[src/sv/ssfr_pkg.sv]
// shared types and constants of the servo status frame receiver
`timescale 1ns / 1ps

package ssfr_pkg;

    // bus framing constants
    localparam logic [7:0] HDR_BYTE       = 8'hFF;
    localparam logic [7:0] LEN_CEIL       = 8'd251;
    localparam logic [7:0] FRAME_OVERHEAD = 8'd4;
    localparam logic [7:0] TICK_SAT       = 8'hFF;

    // register reset values
    localparam logic [7:0] MAX_LENGTH_RST    = 8'd139;
    localparam logic [7:0] TIMEOUT_TICKS_RST = 8'd5;

    // register indexes
    localparam logic REG_MAX_LENGTH    = 1'b0;
    localparam logic REG_TIMEOUT_TICKS = 1'b1;

    // command codes
    localparam logic [1:0] CMD_START = 2'd0;
    localparam logic [1:0] CMD_BYTE  = 2'd1;
    localparam logic [1:0] CMD_TICK  = 2'd2;

    // result status codes
    localparam logic [2:0] ST_IGNORED = 3'd0;
    localparam logic [2:0] ST_STORED  = 3'd1;
    localparam logic [2:0] ST_GOOD    = 3'd2;
    localparam logic [2:0] ST_BADSUM  = 3'd3;
    localparam logic [2:0] ST_TIMEOUT = 3'd4;
    localparam logic [2:0] ST_DROPPED = 3'd5;

    typedef struct packed {
        logic [7:0] max_length;
        logic [7:0] timeout_ticks;
    } cfg_t;

    typedef struct packed {
        logic [1:0] cmd;
        logic [7:0] rx_byte;
    } item_t;

    typedef struct packed {
        logic [2:0] status;
        logic [7:0] byte_out;
        logic [7:0] byte_index;
        logic [7:0] frame_length;
    } result_t;

endpackage

[src/sv/servo_status_frame_receiver_unit.sv]
// top level of the servo status frame receiver
`timescale 1ns / 1ps
// path: a command beat passes through the input register, then the state update into the result register
// throughput: one command beat per cycle while result beats are taken, one result beat per command beat
// a stalled result beat holds the result register, s_tready falls once the input register fills too
// reset: synchronous active-low aresetn empties both stages, sends the hunt idle,
// clears all counters and loads max_length 139 and timeout_ticks 5

module servo_status_frame_receiver_unit (
    input  logic        aclk,
    input  logic        aresetn,
    // command beats
    input  logic        s_tvalid,
    output logic        s_tready,
    input  logic [7:0]  s_tdata,   // [7:0] rx_byte
    input  logic [1:0]  s_tuser,   // [1:0] cmd
    // result beats
    output logic        m_tvalid,
    input  logic        m_tready,
    output logic [23:0] m_tdata,   // [7:0] byte_out, [15:8] byte_index, [23:16] frame_length
    output logic [2:0]  m_tuser,   // [2:0] status
    // configuration
    input  logic        psel,
    input  logic        penable,
    input  logic        pwrite,
    input  logic [2:0]  paddr,
    input  logic [31:0] pwdata,
    output logic [31:0] prdata,
    output logic        pready
);

    ssfr_pkg::cfg_t    cfg;
    ssfr_pkg::item_t   s_item;
    ssfr_pkg::item_t   st_item;
    logic              st_valid;
    logic              st_ready;
    ssfr_pkg::result_t result;

    // register 0 at byte address 0, register 1 at 4
    ssfr_apb_regs u_regs (
        .aclk    (aclk),
        .aresetn (aresetn),
        .psel    (psel),
        .penable (penable),
        .pwrite  (pwrite),
        .paddr   (paddr),
        .pwdata  (pwdata),
        .prdata  (prdata),
        .pready  (pready),
        .cfg_o   (cfg)
    );

    assign s_item.cmd     = s_tuser;
    assign s_item.rx_byte = s_tdata;

    // input register
    ssfr_in_stage u_in (
        .aclk      (aclk),
        .aresetn   (aresetn),
        .s_valid_i (s_tvalid),
        .s_item_i  (s_item),
        .s_ready_o (s_tready),
        .valid_o   (st_valid),
        .item_o    (st_item),
        .ready_i   (st_ready)
    );

    // per-beat state update and result register
    ssfr_frame_fsm u_fsm (
        .aclk       (aclk),
        .aresetn    (aresetn),
        .cfg_i      (cfg),
        .valid_i    (st_valid),
        .item_i     (st_item),
        .ready_o    (st_ready),
        .m_valid_o  (m_tvalid),
        .m_result_o (result),
        .m_ready_i  (m_tready)
    );

    assign m_tdata = {result.frame_length, result.byte_index, result.byte_out};
    assign m_tuser = result.status;

endmodule

[src/sv/ssfr_apb_regs.sv]
// apb register file holding the receiver configuration
`timescale 1ns / 1ps

module ssfr_apb_regs (
    input  logic          aclk,
    input  logic          aresetn,
    input  logic          psel,
    input  logic          penable,
    input  logic          pwrite,
    input  logic [2:0]    paddr,
    input  logic [31:0]   pwdata,
    output logic [31:0]   prdata,
    output logic          pready,
    output ssfr_pkg::cfg_t cfg_o
);

    ssfr_pkg::cfg_t cfg_reg;
    logic           wr_en;
    logic           reg_sel;

    // word address only, byte lane bits ignored
    assign reg_sel = paddr[2];
    assign wr_en   = psel && penable && pwrite;
    assign pready  = 1'b1;

    always_ff @(posedge aclk) begin
        if (!aresetn) begin
            cfg_reg.max_length    <= ssfr_pkg::MAX_LENGTH_RST;
            cfg_reg.timeout_ticks <= ssfr_pkg::TIMEOUT_TICKS_RST;
        end else if (wr_en) begin
            if (reg_sel == ssfr_pkg::REG_MAX_LENGTH) begin
                cfg_reg.max_length <= pwdata[7:0];
            end else begin
                cfg_reg.timeout_ticks <= pwdata[7:0];
            end
        end
    end

    always_comb begin
        if (reg_sel == ssfr_pkg::REG_MAX_LENGTH) begin
            prdata = {24'd0, cfg_reg.max_length};
        end else begin
            prdata = {24'd0, cfg_reg.timeout_ticks};
        end
    end

    assign cfg_o = cfg_reg;

endmodule

[src/sv/ssfr_in_stage.sv]
// input register stage for command beats
`timescale 1ns / 1ps

module ssfr_in_stage (
    input  logic            aclk,
    input  logic            aresetn,
    input  logic            s_valid_i,
    input  ssfr_pkg::item_t s_item_i,
    output logic            s_ready_o,
    output logic            valid_o,
    output ssfr_pkg::item_t item_o,
    input  logic            ready_i
);

    logic            valid_reg;
    ssfr_pkg::item_t item_reg;

    assign s_ready_o = !valid_reg || ready_i;

    always_ff @(posedge aclk) begin
        if (!aresetn) begin
            valid_reg <= 1'b0;
        end else if (s_ready_o) begin
            valid_reg <= s_valid_i;
        end
    end

    always_ff @(posedge aclk) begin
        if (s_ready_o && s_valid_i) begin
            item_reg <= s_item_i;
        end
    end

    assign valid_o = valid_reg;
    assign item_o  = item_reg;

endmodule

[src/sv/ssfr_frame_fsm.sv]
// frame hunt state machine, checksum, tick timeout and result register
`timescale 1ns / 1ps

module ssfr_frame_fsm (
    input  logic              aclk,
    input  logic              aresetn,
    input  ssfr_pkg::cfg_t    cfg_i,
    input  logic              valid_i,
    input  ssfr_pkg::item_t   item_i,
    output logic              ready_o,
    output logic              m_valid_o,
    output ssfr_pkg::result_t m_result_o,
    input  logic              m_ready_i
);

    typedef enum logic [2:0] {
        PH_IDLE,
        PH_FF1,
        PH_FF2,
        PH_ID,
        PH_LEN,
        PH_BODY
    } phase_t;

    phase_t            phase_reg, phase_next;
    logic [7:0]        taken_reg, taken_next;
    logic [7:0]        total_reg, total_next;
    logic [7:0]        sum_reg, sum_next;
    logic [7:0]        ticks_reg, ticks_next;
    logic              out_valid_reg;
    ssfr_pkg::result_t result_reg, result_next;
    logic              advance;
    logic [7:0]        b;
    logic [7:0]        taken_inc;
    logic [7:0]        sum_add;
    logic              len_ok;

    assign ready_o = !out_valid_reg || m_ready_i;
    assign advance = valid_i && ready_o;
    assign b       = item_i.rx_byte;
    assign taken_inc = taken_reg + 8'd1;
    assign sum_add   = sum_reg + b;
    assign len_ok    = (b != 8'd0) && (b <= cfg_i.max_length) && (b <= ssfr_pkg::LEN_CEIL);

    always_comb begin
        phase_next  = phase_reg;
        taken_next  = taken_reg;
        total_next  = total_reg;
        sum_next    = sum_reg;
        ticks_next  = ticks_reg;
        result_next = '{status: ssfr_pkg::ST_IGNORED, byte_out: 8'd0,
                        byte_index: 8'd0, frame_length: 8'd0};
        case (item_i.cmd)
            ssfr_pkg::CMD_START: begin
                phase_next = PH_FF1;
                taken_next = 8'd0;
                total_next = 8'd0;
                sum_next   = 8'd0;
                ticks_next = 8'd0;
            end
            ssfr_pkg::CMD_BYTE: begin
                case (phase_reg)
                    PH_FF1: begin
                        if (b == ssfr_pkg::HDR_BYTE) begin
                            result_next.status   = ssfr_pkg::ST_STORED;
                            result_next.byte_out = b;
                            taken_next = 8'd1;
                            phase_next = PH_FF2;
                        end else begin
                            result_next.status = ssfr_pkg::ST_DROPPED;
                        end
                    end
                    PH_FF2: begin
                        if (b == ssfr_pkg::HDR_BYTE) begin
                            result_next.status     = ssfr_pkg::ST_STORED;
                            result_next.byte_out   = b;
                            result_next.byte_index = taken_reg;
                            taken_next = taken_inc;
                            phase_next = PH_ID;
                        end else begin
                            result_next.status = ssfr_pkg::ST_DROPPED;
                            phase_next = PH_FF1;
                        end
                    end
                    PH_ID: begin
                        // extra header bytes before the id are skipped
                        if (b != ssfr_pkg::HDR_BYTE) begin
                            result_next.status     = ssfr_pkg::ST_STORED;
                            result_next.byte_out   = b;
                            result_next.byte_index = taken_reg;
                            taken_next = taken_inc;
                            sum_next   = b;
                            phase_next = PH_LEN;
                        end else begin
                            result_next.status = ssfr_pkg::ST_DROPPED;
                        end
                    end
                    PH_LEN: begin
                        if (len_ok) begin
                            result_next.status     = ssfr_pkg::ST_STORED;
                            result_next.byte_out   = b;
                            result_next.byte_index = taken_reg;
                            taken_next = taken_inc;
                            sum_next   = sum_add;
                            total_next = b + ssfr_pkg::FRAME_OVERHEAD;
                            phase_next = PH_BODY;
                        end else begin
                            result_next.status = ssfr_pkg::ST_DROPPED;
                            phase_next = PH_FF1;
                        end
                    end
                    PH_BODY: begin
                        result_next.status     = ssfr_pkg::ST_STORED;
                        result_next.byte_out   = b;
                        result_next.byte_index = taken_reg;
                        taken_next = taken_inc;
                        sum_next   = sum_add;
                        if (taken_inc == total_reg) begin
                            if (sum_add == ssfr_pkg::HDR_BYTE) begin
                                result_next.status       = ssfr_pkg::ST_GOOD;
                                result_next.frame_length = total_reg;
                                phase_next = PH_IDLE;
                            end else begin
                                result_next.status = ssfr_pkg::ST_BADSUM;
                                phase_next = PH_FF1;
                            end
                        end
                    end
                    default: begin
                    end
                endcase
            end
            ssfr_pkg::CMD_TICK: begin
                if (phase_reg != PH_IDLE) begin
                    if (ticks_reg != ssfr_pkg::TICK_SAT) begin
                        ticks_next = ticks_reg + 8'd1;
                    end
                    if (ticks_next >= cfg_i.timeout_ticks) begin
                        phase_next = PH_IDLE;
                        result_next.status = ssfr_pkg::ST_TIMEOUT;
                    end
                end
            end
            default: begin
            end
        endcase
    end

    always_ff @(posedge aclk) begin
        if (!aresetn) begin
            phase_reg     <= PH_IDLE;
            taken_reg     <= 8'd0;
            total_reg     <= 8'd0;
            sum_reg       <= 8'd0;
            ticks_reg     <= 8'd0;
            out_valid_reg <= 1'b0;
            result_reg    <= '0;
        end else begin
            if (advance) begin
                phase_reg     <= phase_next;
                taken_reg     <= taken_next;
                total_reg     <= total_next;
                sum_reg       <= sum_next;
                ticks_reg     <= ticks_next;
                out_valid_reg <= 1'b1;
                result_reg    <= result_next;
            end else if (m_ready_i) begin
                out_valid_reg <= 1'b0;
            end
        end
    end

    assign m_valid_o  = out_valid_reg;
    assign m_result_o = result_reg;

endmodule

[config.mk]
export PLATFORM = sky130hd
export DESIGN_NAME = servo_status_frame_receiver_unit
export DESIGN_NICKNAME = d
export VERILOG_FILES = /design/src/sv/ssfr_pkg.sv /design/src/sv/servo_status_frame_receiver_unit.sv /design/src/sv/ssfr_apb_regs.sv /design/src/sv/ssfr_in_stage.sv /design/src/sv/ssfr_frame_fsm.sv
export SDC_FILE = /design/constraint.sdc
export NUM_CORES = 1
export LEC_CHECK = 0
export BUFFER_PORTS_ARGS = -buffer_cell sky130_fd_sc_hd__buf_4
export CAP_MARGIN = 20
export CORE_ASPECT_RATIO = 2
export CORE_UTILIZATION = 59
export DETAILED_ROUTE_END_ITERATION = 7
export PLACE_DENSITY = 0.82
export SYNTH_ARGS = -nofsm -noshare
export SYNTH_HDL_FRONTEND = slang
export SYNTH_SLANG_ARGS = --single-unit
[constraint.sdc]
create_clock -name aclk -period 5 [get_ports aclk]
set_input_delay 0.5 -clock aclk [delete_from_list [all_inputs] [get_ports aclk]]
set_output_delay 0.5 -clock aclk [all_outputs]
set_load 0.05 [all_outputs]
==> key figures <==
Synthesis
  – Compound-cell area share of the yosys netlist: between 20% and 30%
  – Adder-cell share of the synthesized area: between 8 and 9%
  – Post-Synthesis Cell Area: 0.00524 sq mm
  – Synth Register Bits: 90
  – Synth top area share: between 30% and 40%
  – Sequential fraction of the synthesis area: 36.3%
  – Cell count after synthesis: ~630
  – Yosys top cell by area: dfxtp_1
  – Synth Area in Simple Gates: a little over a fifth
  – Largest family of logic cells by synthesized area: compound AO/OA/AOI/OAI gates
  – Syn avg cell area: roughly 8.4 sq um
  – Yosys cell types: 63
  – Number of synthesized flops with an enable pin: 10
  – Synth Area in XOR/XNOR: 3.68%
  – Mux cell area share after synthesis: under 10%
  – Synth top area cells: dfxtp_1 31%, ha_1 7.6%, edfxtp_1 5.7%, nand2_1 5.2%, a22o_1 4.2%
  – Synth Warn #: 0
  – Most common cell in the netlist: dfxtp_1
  – Synth Flop Type: dfxtp_1
  – Commonest cells in the netlist: 80 x dfxtp_1, 73 x nand2_1, 42 x a21oi_1
  – Async S/R FF share, synth: 0%

Critical path
  – Worst-path cell chain: ha_1, nand2_1, nor2_1, nand3_1, mux2_2, ha_1, nand2_1, o21ai_0, a211oi_1, or3_1, a21oi_1, a21boi_0, mux2i_1
  – Data required time of the critical path: around 5.3 ns
  – Crit path buffers/inverters: 0
  – CP max stage delay: about 0.47 ns
  – Startpoint types: flip-flop
  – Crit path max-delay family: simple AND/OR/NAND/NOR gates
  – Crit Path Category: reg -> reg
  – Worst-path maximum fanout: 8
  – Worst Setup End Kind: flip-flop
  – Slowest cell on crit path: a21boi_0
  – Critical Path AT: around 3.8 ns

STA
  – Ratio of final minimum period to clock period: 70.0%
  – Max-slew violation count: 0
  – Slew HR: between 40 and 50%
  – Fin crit period: ~3.5 ns
  – Worst clock skew: ~0.0054 ns
  – Max Fclk: approximately 0.29 GHz
  – Least-Margin Pin Slew: roughly 0.86 ns
  – Final hold vios: 0
  – TNS Setup: 0 ns
  – Endpoints failing setup: 0
  – RSZ-0062 raised after global routing: false

Floorplanning
  – Die ar.: roughly 0.0093 sq mm
  – Core Rows: 48
  – Die Height: 135 microns
  – Die Width: around 69 microns
  – Core ar.: 0.00865 sq mm
  – Initial core utilization: between 60% and 70%
  – I/O pin count: 114

GRT
  – Largest net degree at the start of global routing: 34
  – First-pass GRT wire length: about 21 mm
  – GRT overflow: 0
  – GR Util All Layers: between 30% and 40%
  – Initial antenna violation count: 0
  – Vias in the first global route: about 4,600

Clock network
  – Total CTS buffers: 9
  – Hold buffers post-CTS: 0
  – CTS sink count: 90
  – Clock Pin Slew Worst Setup and Hold Paths: roughly 0.060 ns
  – H-tree levels: 3
  – Post-cts resize count: 0
  – TritonCTS clock tree: yes
  – Clock Tree Root: clkbuf_16
  – Post-CTS Setup Inserts: 0
  – Clock latency on the worst-skew pair: around 0.35 ns
  – Clock buffer depth: 2

Routing
  – Vias per cell: around 6
  – DRC marker count from the first detailed-route iteration: ~430
  – WL per Instance: around 17 microns
  – WL final: ~13 mm
  – Residual DRC: 0
  – Routed Antenna Nets: 0
  – First drt pass iteration count: 5
  – Via count: around 4,700

Power
  – PnR Total Power: approximately 1.6 mW
  – Psw: ~0.44 mW
  – Pwr dens: around 270 mW/mm^2
  – Comb pwr share: between 10 and 15%
  – Clock power frac: around two fifths
  – Cell Int Power: around 1.1 mW
  – Reg power frac: 48.2%
  – Switching fraction of total power: between 20% and 30%
  – Reported leakage power: 2.39 nW
  – VDD IR-drop max: between 0.00015 and 0.0002 V

Placement
  – PortBufs: 62
  – GPL Wtd Cong: slightly above 0.9
  – Hpwl dp: about 9.6 mm

Flow run
  – Max-Cap Viols: 0

Layout
  – Synth-to-Final Area Change: 13.1%
  – Register area: around 0.0019 sq mm
  – Filler instances: roughly 720
  – Max reg flops: 27
  – Post-layout net count: around 760
  – Multi-input gate area: approximately 0.0030 sq mm
  – Share of layout cells above drive strength 1: 13.8%
  – Inserted Diodes: 0

Outcome
  – Status: completed

Worst hold path
  – Worst min path class: in -> reg
-- area by class of cell --
| type | instances | share of cell area, % |
|---|---|---|
| multi-input cells | 477 | 50.7 |
| well taps | 100 | 2.11 |
| repair buffers | 67 | 8.78 |
| inverters | 29 | 1.84 |
| clock buffers | 10 | 3.86 |
| clock inverters | 6 | 0.696 |
| flip-flops and latches | 90 | 32.1 |
-- cells by family after synthesis --
logic type      count (synthesis)
buf+inv                        83
xor+xnor                       22
flops                          90
simple gates                  225
mux                             5
fa+ha+maj                      33
other cells                     2
compound gates                167
-- power groups by stage --
stage	clock network (mW)	logic, mW	registers [mW]
floorplan	0	0.160	0.769
global placement	0	0.181	0.776
detailed placement	0	0.186	0.777
CTS	0.628	0.188	0.760
global route	0.660	0.208	0.762
finish	0.625	0.192	0.761
-- through the flow --
step | util (%) | setup WS (ns) | std cells | hold WS [ns] | cell area (sq um)
2_1_floorplan | - | 1.99 | 650 | 0.436 | 5330
5_1_grt | 68.6 | 1.21 | 779 | 0.322 | 5930
4_1_cts | 68.2 | 1.55 | 777 | 0.327 | 5900
3_3_place_gp | 65.1 | 1.73 | 761 | 0.444 | 5630
3_5_place_dp | 65.1 | 1.62 | 761 | 0.448 | 5630
6_report | 68.6 | 1.50 | 779 | 0.325 | 5930
-- final timing paths --
path	from	slack, ns	to	cells past startpoint
max	u_fsm.ticks_reg[0]$_SDFFE_PN0P_	1.50	u_fsm.phase_reg[2]$_SDFFE_PN0P_	13
min reg2reg	u_regs.cfg_o[14]$_SDFFE_PN0P_	0.45	u_regs.cfg_o[14]$_SDFFE_PN0P_	2
min	s_tuser[1]	0.33	u_in.item_o[9]$_DFFE_PP_	1
max reg2reg	u_fsm.ticks_reg[0]$_SDFFE_PN0P_	1.50	u_fsm.phase_reg[2]$_SDFFE_PN0P_	13
-- placed cells by master, fill, tap and decap left out, types with 8 or more instances in the layout --
master and count:
nor2_1 38, buf_4 66, nand4_1 12, nor2b_1 14
nand2b_1 21, dfxtp_1 80, inv_1 29, ha_1 32
conb_1 25, nand3_1 32, a22oi_1 8, a21oi_1 42
edfxtp_1 10, a22o_1 25, xor2_1 9, xnor2_1 13
o21ai_0 29, clkbuf_16 10, nand2_1 73, o211ai_1 13
-- metal layers --
metal  share of wire [%]  track usage [%]  vias up
li1                    -                -     2281
met1                  36             31.3     2212
met2                  54             53.5      166
met3                 4.0             5.39       47
met4                 5.7             19.6        0
met5                   0                0        -
Power figures use the tool's default switching activity.
